===== src/hdl/bpt_pkg.sv =====
// Package with widths, register codes and reset values of the blind position tracker.
`timescale 1ns / 1ps

package bpt_pkg;

  localparam int unsigned CNT_W     = 13;
  localparam int unsigned PCT_W     = 8;
  localparam int unsigned COVER_W   = 7;
  localparam int unsigned CFG_IDX_W = 2;

  localparam logic [CNT_W-1:0] CNT_MAX = {CNT_W{1'b1}};

  typedef enum logic [CFG_IDX_W-1:0] {
    CFG_TOP_MARK      = 2'd0,
    CFG_BOTTOM_MARK   = 2'd1,
    CFG_TOP_OVERTRAV  = 2'd2,
    CFG_BOTTOM_OVERTR = 2'd3
  } cfg_reg_e;

  typedef enum logic {
    CMD_TICK  = 1'b0,
    CMD_COVER = 1'b1
  } cmd_e;

  localparam logic [CNT_W-1:0] TOP_MARK_RST      = 13'd500;
  localparam logic [CNT_W-1:0] BOTTOM_MARK_RST   = 13'd4650;
  localparam logic [CNT_W-1:0] TOP_OVERTRAV_RST  = 13'd200;
  localparam logic [CNT_W-1:0] BOTTOM_OVERTR_RST = 13'd4950;

  localparam logic [PCT_W-1:0] PCT_LIMIT = 8'd101;
  localparam logic [PCT_W-1:0] PCT_FULL  = 8'd100;
  localparam logic [PCT_W-1:0] PCT_OPEN  = 8'd0;

  // Floor division by 100 of a signed product: the product is lifted by
  // 100 * 8192 so that it is never negative, then divided by a reciprocal.
  localparam int unsigned PROD_W   = 23;
  localparam int unsigned BIASED_W = 21;
  localparam int unsigned RECIP_W  = 22;
  localparam int unsigned RECIP_SH = 28;
  localparam int unsigned QUOT_W   = 14;
  localparam int unsigned GOAL_S_W = 16;

  localparam logic signed [PROD_W-1:0]   DIV_BIAS  = 23'sd819200;
  localparam logic [RECIP_W-1:0]         RECIP_M   = 22'd2684355;
  localparam logic signed [GOAL_S_W-1:0] QUOT_BIAS = 16'sd8192;

endpackage


===== src/hdl/bpt_if.sv =====
// Valid/ready channel interfaces of the blind position tracker.
`timescale 1ns / 1ps

interface bpt_cmd_if import bpt_pkg::*; ();
  logic             valid;
  logic             ready;
  logic             command;
  logic [PCT_W-1:0] cover_request;

  modport source (output valid, command, cover_request, input ready);
  modport sink   (input valid, command, cover_request, output ready);
endinterface

interface bpt_res_if import bpt_pkg::*; ();
  logic             valid;
  logic             ready;
  logic             motor_on;
  logic             moving_up;
  logic [CNT_W-1:0] position;
  logic [CNT_W-1:0] goal_position;
  logic             request_taken;

  modport source (output valid, motor_on, moving_up, position, goal_position, request_taken,
                  input ready);
  modport sink   (input valid, motor_on, moving_up, position, goal_position, request_taken,
                  output ready);
endinterface

interface bpt_cfg_if import bpt_pkg::*; ();
  logic                 valid;
  logic                 ready;
  logic [CFG_IDX_W-1:0] index;
  logic [CNT_W-1:0]     data;

  modport source (output valid, index, data, input ready);
  modport sink   (input valid, index, data, output ready);
endinterface


===== src/hdl/blind_position_tracker.sv =====
// Top level of the blind position tracker: goal pipeline and motor state update.
`timescale 1ns / 1ps

// The tracker takes one tick or cover request per cycle while the result channel
// does not stall, and returns one result for each. An item passes an input register,
// a stage that forms percent times span, a stage that divides by 100 through a
// constant reciprocal multiplier and adds the top mark, and the motor state update,
// whose result lands in the output register. The two multipliers of the goal path
// set the depth; the state update itself is a single step, so the sustained rate is
// one item per cycle while the result channel does not stall. Configuration writes
// are always ready and must only be issued while no item is in flight.

module blind_position_tracker import bpt_pkg::*; (
  input  logic       clk_i,
  input  logic       rst_ni,
  bpt_cmd_if.sink    cmd_i,
  bpt_res_if.source  res_o,
  bpt_cfg_if.sink    cfg_i
);

  logic [CNT_W-1:0] top_mark_q, bottom_mark_q, top_ot_q, bottom_ot_q;

  logic [CNT_W-1:0]   pos_q, pos_d;
  logic [CNT_W-1:0]   goal_q, goal_d;
  logic               dir_up_q, dir_up_d;
  logic               run_q, run_d;
  logic [COVER_W-1:0] cover_q, cover_d;
  logic               taken_q, taken_d;

  logic s1_vq, s2_vq, s3_vq, out_vq;
  logic out_free, s3_free, s2_free, s1_free, s3_go;

  cmd_e             s1_cmd_q, s2_cmd_q, s3_cmd_q;
  logic [PCT_W-1:0] s1_pct_q, s2_pct_q, s3_pct_q;
  logic [BIASED_W-1:0] s2_biased_q;
  logic [CNT_W-1:0]    s3_mid_q;

  logic signed [CNT_W:0]           span;
  logic signed [PROD_W-1:0]        prod;
  logic signed [PROD_W-1:0]        biased;
  logic [BIASED_W+RECIP_W-1:0]     recip_prod;
  logic [QUOT_W-1:0]               quot;
  logic signed [GOAL_S_W-1:0]      mid_s;
  logic [CNT_W-1:0]                mid_d;

  logic [CNT_W-1:0] pos_dec, pos_inc, req_goal;

  assign cfg_i.ready = 1'b1;

  always_ff @(posedge clk_i or negedge rst_ni) begin
    if (!rst_ni) begin
      top_mark_q    <= TOP_MARK_RST;
      bottom_mark_q <= BOTTOM_MARK_RST;
      top_ot_q      <= TOP_OVERTRAV_RST;
      bottom_ot_q   <= BOTTOM_OVERTR_RST;
    end else if (cfg_i.valid) begin
      unique case (cfg_reg_e'(cfg_i.index))
        CFG_TOP_MARK:      top_mark_q    <= cfg_i.data;
        CFG_BOTTOM_MARK:   bottom_mark_q <= cfg_i.data;
        CFG_TOP_OVERTRAV:  top_ot_q      <= cfg_i.data;
        CFG_BOTTOM_OVERTR: bottom_ot_q   <= cfg_i.data;
        default:           top_mark_q    <= top_mark_q;
      endcase
    end
  end

  assign out_free    = !out_vq || res_o.ready;
  assign s3_free     = !s3_vq || out_free;
  assign s2_free     = !s2_vq || s3_free;
  assign s1_free     = !s1_vq || s2_free;
  assign s3_go       = s3_vq && out_free;
  assign cmd_i.ready = s1_free;

  always_ff @(posedge clk_i or negedge rst_ni) begin
    if (!rst_ni) begin
      s1_vq  <= 1'b0;
      s2_vq  <= 1'b0;
      s3_vq  <= 1'b0;
      out_vq <= 1'b0;
    end else begin
      if (s1_free)  s1_vq  <= cmd_i.valid;
      if (s2_free)  s2_vq  <= s1_vq;
      if (s3_free)  s3_vq  <= s2_vq;
      if (out_free) out_vq <= s3_vq;
    end
  end

  // Percent times span, lifted so that the floor division works on unsigned values.
  always_comb begin
    span   = $signed({1'b0, bottom_mark_q}) - $signed({1'b0, top_mark_q});
    prod   = $signed({{(PROD_W-PCT_W){1'b0}}, s1_pct_q}) * PROD_W'(span);
    biased = prod + DIV_BIAS;
  end

  always_comb begin
    recip_prod = s2_biased_q * RECIP_M;
    quot       = recip_prod[RECIP_SH +: QUOT_W];
    mid_s      = $signed({{(GOAL_S_W-CNT_W){1'b0}}, top_mark_q})
               + $signed({{(GOAL_S_W-QUOT_W){1'b0}}, quot}) - QUOT_BIAS;
    if (mid_s < 0) begin
      mid_d = '0;
    end else if (mid_s > $signed({{(GOAL_S_W-CNT_W){1'b0}}, CNT_MAX})) begin
      mid_d = CNT_MAX;
    end else begin
      mid_d = mid_s[CNT_W-1:0];
    end
  end

  always_ff @(posedge clk_i) begin
    if (s1_free) begin
      s1_cmd_q <= cmd_e'(cmd_i.command);
      s1_pct_q <= cmd_i.cover_request;
    end
    if (s2_free) begin
      s2_cmd_q    <= s1_cmd_q;
      s2_pct_q    <= s1_pct_q;
      s2_biased_q <= biased[BIASED_W-1:0];
    end
    if (s3_free) begin
      s3_cmd_q <= s2_cmd_q;
      s3_pct_q <= s2_pct_q;
      s3_mid_q <= mid_d;
    end
  end

  always_comb begin
    pos_dec  = (pos_q != '0) ? pos_q - CNT_W'(1) : pos_q;
    pos_inc  = (pos_q != CNT_MAX) ? pos_q + CNT_W'(1) : pos_q;
    req_goal = s3_mid_q;
    if (s3_pct_q == PCT_OPEN) begin
      req_goal = top_ot_q;
    end else if (s3_pct_q == PCT_FULL) begin
      req_goal = bottom_ot_q;
    end

    pos_d    = pos_q;
    goal_d   = goal_q;
    dir_up_d = dir_up_q;
    run_d    = run_q;
    cover_d  = cover_q;
    taken_d  = 1'b0;

    unique case (s3_cmd_q)
      CMD_COVER: begin
        if (s3_pct_q < PCT_LIMIT && s3_pct_q != {1'b0, cover_q}) begin
          taken_d = 1'b1;
          cover_d = s3_pct_q[COVER_W-1:0];
          goal_d  = req_goal;
          if (req_goal != pos_q) begin
            dir_up_d = req_goal < pos_q;
            run_d    = 1'b1;
          end
        end
      end
      CMD_TICK: begin
        if (run_q) begin
          if (dir_up_q) begin
            pos_d = pos_dec;
            if (pos_dec <= goal_q || pos_dec < top_ot_q) begin
              run_d = 1'b0;
              if (pos_dec <= top_ot_q) begin
                pos_d = top_mark_q;
              end
            end
          end else begin
            pos_d = pos_inc;
            if (pos_inc >= goal_q || pos_inc > bottom_ot_q) begin
              run_d = 1'b0;
              if (pos_inc >= bottom_ot_q) begin
                pos_d = bottom_mark_q;
              end
            end
          end
        end
      end
      default: taken_d = 1'b0;
    endcase
  end

  always_ff @(posedge clk_i or negedge rst_ni) begin
    if (!rst_ni) begin
      pos_q    <= BOTTOM_MARK_RST;
      goal_q   <= TOP_OVERTRAV_RST;
      dir_up_q <= 1'b1;
      run_q    <= 1'b1;
      cover_q  <= '0;
      taken_q  <= 1'b0;
    end else if (s3_go) begin
      pos_q    <= pos_d;
      goal_q   <= goal_d;
      dir_up_q <= dir_up_d;
      run_q    <= run_d;
      cover_q  <= cover_d;
      taken_q  <= taken_d;
    end
  end

  // The state registers load only together with the output register, so they
  // double as the result payload.
  assign res_o.valid         = out_vq;
  assign res_o.motor_on      = run_q;
  assign res_o.moving_up     = dir_up_q;
  assign res_o.position      = pos_q;
  assign res_o.goal_position = goal_q;
  assign res_o.request_taken = taken_q;

endmodule


===== src/flat_wrapper.sv =====
// flat-port wrapper written by rule: the top's interface ports become plain ports
module blind_position_tracker_flat import bpt_pkg::*;
  (clk_i, rst_ni, cmd_i_valid, cmd_i_command, cmd_i_cover_request, cmd_i_ready, res_o_valid, res_o_motor_on, res_o_moving_up, res_o_position, res_o_goal_position, res_o_request_taken, res_o_ready, cfg_i_valid, cfg_i_index, cfg_i_data, cfg_i_ready);
  bpt_cmd_if cmd_i_i ();
  bpt_res_if res_o_i ();
  bpt_cfg_if cfg_i_i ();
  input  logic clk_i;
  input  logic rst_ni;
  input wire logic [$bits(cmd_i_i.valid)-1:0] cmd_i_valid;
  input wire logic [$bits(cmd_i_i.command)-1:0] cmd_i_command;
  input wire logic [$bits(cmd_i_i.cover_request)-1:0] cmd_i_cover_request;
  output wire logic [$bits(cmd_i_i.ready)-1:0] cmd_i_ready;
  output wire logic [$bits(res_o_i.valid)-1:0] res_o_valid;
  output wire logic [$bits(res_o_i.motor_on)-1:0] res_o_motor_on;
  output wire logic [$bits(res_o_i.moving_up)-1:0] res_o_moving_up;
  output wire logic [$bits(res_o_i.position)-1:0] res_o_position;
  output wire logic [$bits(res_o_i.goal_position)-1:0] res_o_goal_position;
  output wire logic [$bits(res_o_i.request_taken)-1:0] res_o_request_taken;
  input wire logic [$bits(res_o_i.ready)-1:0] res_o_ready;
  input wire logic [$bits(cfg_i_i.valid)-1:0] cfg_i_valid;
  input wire logic [$bits(cfg_i_i.index)-1:0] cfg_i_index;
  input wire logic [$bits(cfg_i_i.data)-1:0] cfg_i_data;
  output wire logic [$bits(cfg_i_i.ready)-1:0] cfg_i_ready;
  assign cmd_i_i.valid = cmd_i_valid;
  assign cmd_i_i.command = cmd_i_command;
  assign cmd_i_i.cover_request = cmd_i_cover_request;
  assign cmd_i_ready = cmd_i_i.ready;
  assign res_o_valid = res_o_i.valid;
  assign res_o_motor_on = res_o_i.motor_on;
  assign res_o_moving_up = res_o_i.moving_up;
  assign res_o_position = res_o_i.position;
  assign res_o_goal_position = res_o_i.goal_position;
  assign res_o_request_taken = res_o_i.request_taken;
  assign res_o_i.ready = res_o_ready;
  assign cfg_i_i.valid = cfg_i_valid;
  assign cfg_i_i.index = cfg_i_index;
  assign cfg_i_i.data = cfg_i_data;
  assign cfg_i_ready = cfg_i_i.ready;
  blind_position_tracker u_core (.clk_i(clk_i), .rst_ni(rst_ni), .cmd_i(cmd_i_i), .res_o(res_o_i), .cfg_i(cfg_i_i));
endmodule

===== config.mk =====
export PLATFORM = sky130hd
export DESIGN_NAME = blind_position_tracker_flat
export DESIGN_NICKNAME = d
export VERILOG_FILES = /design/src/hdl/bpt_pkg.sv /design/src/hdl/bpt_if.sv /design/src/hdl/blind_position_tracker.sv /design/src/flat_wrapper.sv
export SDC_FILE = /design/constraint.sdc
export NUM_CORES = 1
export LEC_CHECK = 0
export ABC_CLOCK_PERIOD_IN_PS = 10100
export BUFFER_PORTS_ARGS = -buffer_cell sky130_fd_sc_hd__buf_2
export CAP_MARGIN = 20
export CORE_ASPECT_RATIO = 2
export CORE_MARGIN = 4
export CORE_UTILIZATION = 65
export DETAILED_ROUTE_END_ITERATION = 8
export PLACE_DENSITY = 0.92
export SYNTH_ARGS = -nofsm -noshare
export SYNTH_HDL_FRONTEND = slang
export SYNTH_SLANG_ARGS = --single-unit

===== constraint.sdc =====
create_clock -name clk_i -period 10.1 [get_ports clk_i]
set_input_delay 1.515 -clock clk_i [delete_from_list [all_inputs] [get_ports clk_i]]
set_output_delay 1.515 -clock clk_i [all_outputs]
set_load 0.02 [all_outputs]

==> results of run 1 <==
[flip-flops by register name, summed over array words and instances (netlist names)]
register	count
u_core.s1_vq	1
u_core.cover_q	7
u_core.s3_pct_q	8
u_core.s3_mid_q	13
u_core.top_ot_q	13
u_core.res_o.goal_position	13
u_core.s3_cmd_q	1
u_core.s2_cmd_q	1
u_core.top_mark_q	13
u_core.res_o.moving_up	1
u_core.s2_pct_q	8
u_core.s1_cmd_q	1
u_core.bottom_mark_q	13
u_core.s1_pct_q	8
u_core.res_o.position	13
u_core.res_o.motor_on	1
u_core.s2_biased_q	21
u_core.res_o.valid	1
u_core.bottom_ot_q	13
u_core.s2_vq	1
u_core.res_o.request_taken	1
u_core.s3_vq	1
[layout make-up]
type                       count  area share [%]
sequential                   153            18.9
tap                          423            2.40
multi-input combinational   1427            66.3
clock inverter                11           0.465
timing repair buffer          70            1.81
antenna                        3          0.0340
inverter                     458            7.79
clock buffer                  21            2.28
[final timing paths]
check | startpoint | endpoint | slack, ps | depth (start not counted)
worst max-delay path | u_core.s2_biased_q[4] | u_core.s3_mid_q[6] | 840 | 30
worst min-delay path | u_core.s2_cmd_q | u_core.s3_cmd_q | 420 | 0
worst max register to register | u_core.s2_biased_q[4] | u_core.s3_mid_q[6] | 840 | 30
worst min register to register | u_core.s2_cmd_q | u_core.s3_cmd_q | 420 | 0
max in group asynchronous | rst_ni | u_core.res_o.goal_position[0] | 7960 | 2
min in group asynchronous | rst_ni | u_core.res_o.valid | 940 | 1
[cell families after synthesis]
family / count (synthesis) / share of synthesized area [%]
adder cells (fa/ha/maj): 595 / 45.1
buffers and inverters: 491 / 9.00
AND/OR/NAND/NOR: 404 / 9.72
AO/OA/AOI/OAI: 274 / 8.84
flip-flops: 153 / 20.2
XOR/XNOR: 89 / 3.77
multiplexers: 64 / 3.39
other: 1 / 0.0182
[metal layers]
layer | share of wire [%] | vias up | track usage [%] | routed length [microns]
li1 | - | 6900 | - | -
met1 | 30 | 7755 | 33.9 | 18400
met4 | 14 | 6 | 39.3 | 8580
met5 | 0.068 | - | 0 | 42
met2 | 52 | 839 | 65.4 | 32000
met3 | 5.0 | 458 | 6.78 | 3080
[per-stage QoR]
| step | cell area [sq um] | util [%] | setup WS (ps) |
|---|---|---|---|
| 3_3_place_gp | 21400 | 68.2 | 1030 |
| 4_1_cts | 22000 | 70.1 | 840 |
| 5_1_grt | 22100 | 70.2 | 350 |
| 3_5_place_dp | 21400 | 68.2 | 879 |
| 6_report | 22100 | 70.3 | 843 |
| 2_1_floorplan | 20700 | - | 1790 |
[cell usage in the layout, fill, tap and decap left out, types with 5 or more instances in the layout]
cell type    n
inv_1      457
ha_1       347
fa_1       248
nand2_1    120
o21ai_0     77
nor2_1      73
xnor2_1     66
dfrtp_1     61
edfxtp_1    61
buf_2       58
and2_1      57
a21oi_1     55
mux2_2      48
nand3_1     33
dfstp_2     31
o21a_1      28
a21o_1      27
xor2_1      23
nor3_1      22
clkbuf_16   20
nand4_1     18
nor2b_1     17
mux2i_1     16
nand2b_1    14
and3_1      13
a211oi_1    12
o31ai_1     11
buf_4       11
or2_2        8
o32ai_1      8
a211o_1      6
o21bai_1     6
and4_1       5
or3_1        5
nor4_1       5
[worst max-delay path: cells and delay by family (launching register included)]
| kind | cells | cell delay (ps) |
|---|---|---|
| fa+ha+maj | 10 | 4610 |
| compound gates | 11 | 2980 |
| flops | 1 | 530 |
| simple gates | 4 | 520 |
| buf+inv | 4 | 340 |
| xor+xnor | 1 | 150 |
==> summary.txt, run 1 <==
Outcome
  • Status: completed

GRT
  • Largest net degree at the start of global routing: 72
  • Initial antenna violation count: 5
  • First-pass GRT wire length: between 90 and 100 mm
  • Total global routing overflow: 0
  • GR Util All Layers: between 30% and 40%
  • Number of global-route vias before repair: roughly 18000

STA
  • Unrepaired setup endpoints after global routing: false
  • Clock Skew: 10.2 ps
  • Period utilization: ~92%
  • Rel. slew slack: about a fifth
  • Maximum clock rate: approximately 0.11 GHz
  • Final Critical Period: between 9000 and 10000 ps
  • Hold Slack: between 400 and 500 ps
  • Setup_tns: 0 ps
  • Hold Fails Final Rpt: 0
  • Setup-failing EPs final: 0
  • Fin. max-slew vios: 0
  • Least-Margin Pin Slew: 1210 ps

Route
  • DRC Markers: 0
  • Vias: ~16000
  • Final WL: about 62 mm
  • WL per Instance: 24.2 microns
  • Initial DRC Count: between 1500 and 2000
  • Drt first pass iters: 6
  • Antenna Nets Post-Route: 0
  • DR vias/cell: between 6 and 7

Synthesis
  • Post-synth ARST share: roughly 60%
  • Most common cell in the netlist: inv_1
  • Post-synthesis average cell area: approximately 10 sq um
  • Synth Flop Type: edfxtp_1
  • EDFF count, synth: 61
  • Synth warn: 0
  • Synthesized instance count: 2071
  • Cell taking the most area after synthesis: fa_1
  • Post-synthesis cell area: 20700 sq um
  • Register area share after synthesis: between 20% and 30%
  • Synth cell count leaders: inv_1 (457), ha_1 (347), fa_1 (248), nand2_1 (120), o21ai_0 (77)
  • Synth cell types: just under 70
  • Yosys reg bits: around 150
  • Largest cells by area after synthesis: fa_1 (24%), ha_1 (21%), edfxtp_1 (8.9%)
  • Synth top area share: 24.0%
  • Net count after synthesis: between 2000 and 3000

Placement
  • Placed insts: ~2500
  • RD Place Congestion: around 1.1
  • # port buffers: just under 60
  • DP HPWL: a little over 50 mm

Critical path
  • CP most frequent cell: fa_1
  • Worst setup path class: reg2reg
  • Worst setup SP type: flip-flop
  • CP max stage cell: fa_1
  • Critical Path AT: around 9600 ps
  • Critical Path RT: around 10000 ps
  • Worst-path fanout max: 13
  • Endpoint class of the critical path: flip-flop
  • CP max stage delay: 580 ps

Floorplan
  • Core area: 31400 sq um
  • Die extent in y: roughly 260 microns
  • Die width: about 130 microns
  • Initial Util: 65.7%
  • I/O Pins: 61
  • Rows: slightly above 90
  • Die area: between 30000 and 40000 sq um

Clocking
  • CTS sink cnt: 153
  • Post-CTS setup buffers: 0
  • CTS tree: done
  • Clk buf depth: 2
  • Num CTS Buffers: 17
  • H-tree Lvls: 4
  • Clock root cell: clkbuf_16
  • Worst-path clk slew: 70 ps
  • Worst-Skew Late Latency: around 450 ps
  • Hold_buf cts: 0
  • CTS resizes: 0

Final layout
  • Non-Filler Instances: 2566
  • Layout cells sized above 1: under 10%
  • Register area: 4170 sq um
  • Multi-input gate area: roughly 15000 sq um
  • Nets: roughly 2800
  • Fillers: between 2000 and 2500
  • Area grow syn2layout: 6.88%

Job
  • Max-cap violation count: 0

Hold path
  • Worst hold path class: reg2reg
Power of run 1 is not shown: default switching activity piles up to over one toggle a cycle in this logic, so the estimate is an artifact.
==> inputs of run 2 (changes only) <==
BUFFER_PORTS_ARGS = not set   (was -buffer_cell sky130_fd_sc_hd__buf_2)
CELL_PAD_IN_SITES_DETAIL_PLACEMENT = 1   (was not set)
CELL_PAD_IN_SITES_GLOBAL_PLACEMENT = 1   (was not set)
CORE_UTILIZATION = 53   (was 65)
DONT_BUFFER_PORTS = 1   (was not set)
==> run 2 against run 1 <==
  * Final area down 0.77%
  * Sequential share of layout area up 0.15 points
  * Fmax down 3.9%
  * Worst setup slack worse by 370 ps
  * Global-route usage down 1.7 points
  * Routed wire length up 18%
  * Register-to-register slack worse by 370 ps
  * Count of clock-buffer cells in the layout down 2
  * First-iteration DRC count down 35%
  * Die area up 22%
  * Critical path depth up 1
  * Hold slack better by 0.99 ps
==> summary.txt, run 2 (synthesis results as in run 1) <==
STA
  • Unrepaired setup endpoints after global routing: false
  • Setup_tns: 0 ps
  • Rel. slew slack: a little over a quarter
  • Hold Slack: around 430 ps
  • Hold Fails Final Rpt: 0
  • Clock Skew: 9.16 ps
  • Final Critical Period: just under 10000 ps
  • Setup-failing EPs final: 0
  • Setup ws final: between 400 and 500 ps
  • Maximum clock rate: 0.104 GHz
  • Fin. max-slew vios: 0
  • Least-Margin Pin Slew: 1060 ps
  • Period utilization: 95.3%

Critical path
  • CP max stage cell: fa_1
  • Critical Path RT: 10410 ps
  • Critical Path AT: about 9900 ps
  • Worst setup path class: reg2reg
  • Endpoint class of the critical path: flip-flop
  • CP most frequent cell: fa_1
  • Worst setup SP type: flip-flop
  • CP max stage delay: just under 600 ps
  • Worst-path fanout max: 13

GRT
  • GR Util All Layers: a little over a third
  • Largest net degree at the start of global routing: slightly above 90
  • Number of global-route vias before repair: roughly 19000
  • Total global routing overflow: 0
  • Initial antenna violation count: 5
  • First-pass GRT wire length: between 100 and 150 mm

Final layout
  • Most common cell after layout, fill and taps aside: inv_1
  • Register area: 4170 sq um
  • Nets: between 2000 and 3000
  • Most frequent cells in the layout: inv_1 (457), ha_1 (347), fa_1 (248)
  • Antenna cell count: 0
  • Fillers: about 4300
  • Max FFs per register: 21
  • Area grow syn2layout: 6.06%
  • Largest reg by FF count: u_core.s2_biased_q
  • Layout cells sized above 1: 7.01%
  • Multi-input gate area: around 15000 sq um

Route
  • Top layer in use: met5
  • DR WL met2: 37.3 mm
  • Met1 Wirelength: 21.5 mm
  • Vias: 16000
  • WL per Instance: ~28 microns
  • Antenna Nets Post-Route: 0
  • WL met3: about 3.8 mm
  • DR vias/cell: 6.13
  • Drt first pass iters: 5
  • Initial DRC Count: between 900 and 1000
  • Final WL: between 70 and 80 mm
  • DRC Markers: 0

Clocking
  • CTS sink cnt: around 150
  • Clk buf depth: 2
  • CTS tree: done
  • Num CTS Buffers: 17
  • Post-CTS setup buffers: 0
  • H-tree Lvls: 4
  • Worst-Skew Late Latency: 460 ps
  • Clock root cell: clkbuf_16
  • Worst-path clk slew: 70 ps

Placement
  • # port buffers: 0
  • RD Place Congestion: between 1 and 1.5
  • Post-place setup slack: about 340 ps
  • DP HPWL: 59.5 mm

Floorplan
  • Core area: roughly 39000 sq um
  • I/O Pins: 61
  • Rows: 102
  • Die area: 42400 sq um
  • Die extent in y: 287 microns
  • Die width: 148 microns
  • Initial Util: 53.4%

Outcome
  • Status: completed

Job
  • Max-cap violation count: 0

Hold path
  • Worst hold path class: reg2reg
[run 2: cell types whose count changed in the layout (fill, tap and decap cells not counted), sizes merged]
cell,before,now
inv,461,465
diode,3,0
buf,70,13
clkbuf,21,19
clkinvlp,1,0
bufinv,1,0
[run 2: worst max-delay path, delay by kind of cell (launching register included)]
kind                       cells  cell delay [ps]
xor gates and xnor gates       1              250
buffers and inverters          4              400
adders and majority gates      9             4400
and+or+nand+nor                4              540
DFF                            1              560
AOI/OAI and AO/OA             13             3310
[run 2: what timing repair did]
action                     in CTS  in global routing
hold buffers                    0                  0
setup endpoints to repair       0                 11
resized for setup               0                  1
[run 2: worst paths after layout]
kind | start | endpoint | depth (start not counted) | slack [ps]
worst min register to register | u_core.s2_pct_q[5] | u_core.s3_pct_q[5] | 0 | 430
worst min-delay path | u_core.s2_pct_q[5] | u_core.s3_pct_q[5] | 0 | 430
max in group asynchronous | rst_ni | u_core.res_o.position[3] | 0 | 9100
worst max-delay path | u_core.s2_biased_q[4] | u_core.s3_mid_q[3] | 31 | 470
min in group asynchronous | rst_ni | u_core.s3_vq | 0 | 750
worst max register to register | u_core.s2_biased_q[4] | u_core.s3_mid_q[3] | 31 | 470
[run 2: final cells by class]
type / instances / share of cell area, %
inverters: 458 / 7.85
well taps: 520 / 2.97
repair buffers: 13 / 0.571
clock buffers: 19 / 2.12
flip-flops and latches: 153 / 19.0
multi-input cells: 1427 / 66.9
clock inverters: 13 / 0.588
[run 2: routing by layer]
metal	track usage, %	up-vias
met2	62.6	695
met1	31.0	8013
met5	0	-
li1	-	6772
met3	7.75	478
met4	38.7	10
[run 2: through the flow]
stage | cell area (sq um) | instances | util [%]
final | 21900 | 2603 | 56.7
after global routing | 21900 | 2603 | 56.7
after CTS | 21900 | 2601 | 56.5
after detailed placement | 21300 | 2569 | 55.0
after global placement | 21300 | 2569 | 55.0
after floorplan | 20700 | 2071 | -
Power of run 2 is left out for the same reason.
==> inputs of run 3 (changes only) <==
--- a/config.mk
+++ b/config.mk
@@ -12,3 +12,2 @@
 export CORE_ASPECT_RATIO = 2
-export CORE_MARGIN = 4
 export CORE_UTILIZATION = 53
@@ -17,2 +16,3 @@
 export PLACE_DENSITY = 0.92
+export RECOVER_POWER = 50
 export SYNTH_ARGS = -nofsm -noshare
==> constraint.sdc (replaced) <==
create_clock -name clk_i -period 10.1 [get_ports clk_i]
set_input_delay 0.505 -clock clk_i [delete_from_list [all_inputs] [get_ports clk_i]]
set_output_delay 0.505 -clock clk_i [all_outputs]
set_load 0.02 [all_outputs]
==> run 3 against run 2 <==
  * Register-to-register slack better by 70 ps
  * Count of clock-buffer cells in the layout unchanged
  * Non-clock buffer count up 10
  * Worst setup slack better by 70 ps
  * Hold slack worse by 310 ps
  * Clock skew up 27 ps
  * Sequential share of layout area down 0.12 points
  * Die area down 6.1%
  * The run now ends with capacitance limit, slew limit left
  * Global-route usage up 11 points
==> summary.txt, run 3 (synthesis results as in run 1) <==
Outcome
  • Status: finished with violations
  • Failing checks: capacitance limit, slew limit

Placement
  • RD Place Congestion: around 1.1
  • DP HPWL: between 60 and 70 mm
  • # port buffers: 0

Clocking
  • Num CTS Buffers: 17
  • CTS tree: done
  • Clk buf depth: 2
  • Worst-Skew Late Latency: about 490 ps
  • H-tree Lvls: 4
  • Worst-path clk slew: about 100 ps
  • Clock root cell: clkbuf_16
  • CTS sink cnt: 153

Route
  • Vias: roughly 17000
  • Antenna Nets Post-Route: 0
  • DRC Markers: 0
  • DR vias/cell: 6.42
  • Initial DRC Count: roughly 1300
  • Final WL: ~85 mm
  • WL per Instance: 32.4 microns
  • Drt first pass iters: 7

GRT
  • Number of global-route vias before repair: between 15000 and 20000
  • Total global routing overflow: 0
  • GR Util All Layers: between 40% and 50%
  • First-pass GRT wire length: roughly 130 mm
  • Largest net degree at the start of global routing: 93
  • Initial antenna violation count: 17

Floorplan
  • Core area: a little under 40000 sq um
  • Die extent in y: 281 microns
  • Initial Util: 53.6%
  • Die area: between 30000 and 40000 sq um
  • Rows: 102
  • Die width: about 140 microns
  • I/O Pins: around 60

STA
  • Period utilization: ~95%
  • Final Critical Period: about 9600 ps
  • Rel. slew slack: -252%
  • Fin. max-slew vios: 93
  • Least-Margin Pin Slew: approximately 5300 ps
  • Setup_tns: 0 ps
  • Clock Skew: ~36 ps
  • Maximum clock rate: between 0.1 and 0.15 GHz
  • Hold Fails Final Rpt: 0
  • Unrepaired setup endpoints after global routing: false
  • Setup-failing EPs final: 0

Critical path
  • Worst setup path class: reg2reg
  • Launching point of the worst reg2reg path: u_core.s2_biased_q[4]
  • Critical Path Start: u_core.s2_biased_q[4]
  • Worst-path fanout max: 13
  • Worst setup SP type: flip-flop
  • R2R cell count: 30
  • Reg2Reg Setup Slack: 540 ps
  • Critical Path RT: approximately 10000 ps
  • CP max stage cell: fa_1
  • Worst reg2reg endpoint: u_core.s3_mid_q[6]
  • Critical Path AT: just under 10000 ps
  • CP max stage delay: 640 ps
  • Endpoint class of the critical path: flip-flop
  • CP most frequent cell: fa_1

Final layout
  • Max FFs per register: 21
  • Fillers: about 4300
  • Largest reg by FF count: u_core.s2_biased_q
  • Layout cells sized above 1: under 10%
  • Register area: about 4200 sq um
  • Area grow syn2layout: 6.75%
  • Multi-input gate area: about 15000 sq um
  • Most frequent cells in the layout: inv_1 (457), ha_1 (347), fa_1 (248)
  • Nets: approximately 2700
  • Most common cell after layout, fill and taps aside: inv_1

Job
  • Max-cap violation count: 1

Hold path
  • Worst hold path class: in2reg
  • Hold Path End: u_core.s1_pct_q[5]
  • WHS Path Cells: 0
  • HP Start: cmd_i_cover_request[5]
[run 3: changes by cell type in the layout (fill, tap and decap cells not counted), sizes merged]
cell | before | now
clkinvlp | 0 | 1
diode | 0 | 18
buf | 13 | 17
inv | 465 | 466
clkbuf | 19 | 24
clkinv | 6 | 4
dlygate4sd3 | 0 | 1
[run 3: cell type report]
| type | instances | share of cell area, % |
|---|---|---|
| well taps | 520 | 2.95 |
| multi-input cells | 1427 | 66.5 |
| clock inverters | 13 | 0.647 |
| diodes | 18 | 0.204 |
| clock buffers | 19 | 2.06 |
| repair buffers | 23 | 0.953 |
| flip-flops and latches | 153 | 18.9 |
| inverters | 458 | 7.80 |
[run 3: what timing repair did]
| action | 4_1_cts | 5_1_grt |
|---|---|---|
| hold endpoints to repair | 92 | 0 |
| hold buffers | 2 | 0 |
| gates resized for setup | 0 | 0 |
| endpoints found under the setup margin | 0 | 1 |
| setup buffers | 0 | 0 |
[run 3: worst max-delay path, delay by kind of cell (launching register included)]
kind | cells | cell delay, ps
XOR/XNOR | 1 | 160
flip-flops | 1 | 580
buffers and inverters | 4 | 360
adder cells (fa/ha/maj) | 10 | 4710
AO/OA/AOI/OAI | 11 | 3040
AND/OR/NAND/NOR | 4 | 530
[run 3: routing by layer]
layer	vias up	GRT usage [%]	share of wire [%]
li1	6810	-	-
met1	8419	38.9	29
met2	987	74.2	48
met3	661	21.7	8.6
met4	14	53.5	15
met5	-	2.70	0.24
[run 3: worst max path at each step]
stage                     endpoint  slack, ps  depth (start not counted)
2_1_floorplan  u_core.s3_mid_q[10]       1790                         31
3_3_place_gp    u_core.s3_mid_q[1]        990                         30
3_5_place_dp    u_core.s3_mid_q[6]        520                         31
4_1_cts         u_core.s3_mid_q[6]        480                         31
5_1_grt         u_core.s3_mid_q[6]          8                         31
6_report        u_core.s3_mid_q[6]        540                         30
[run 3: through the flow]
| stage | cells | util [%] | setup slack [ps] | hold slack [ps] | instance area [sq um] |
|---|---|---|---|---|---|
| 2_1_floorplan | 2071 | - | 1790 | 209 | 20700 |
| 3_3_place_gp | 2567 | 55.2 | 993 | 213 | 21300 |
| 3_5_place_dp | 2567 | 55.2 | 518 | 213 | 21300 |
| 4_1_cts | 2601 | 56.8 | 483 | 119 | 21900 |
| 5_1_grt | 2621 | 57.1 | 7.65 | 122 | 22000 |
| 6_report | 2631 | 57.2 | 542 | 119 | 22000 |
Power of run 3 is left out for the same reason.
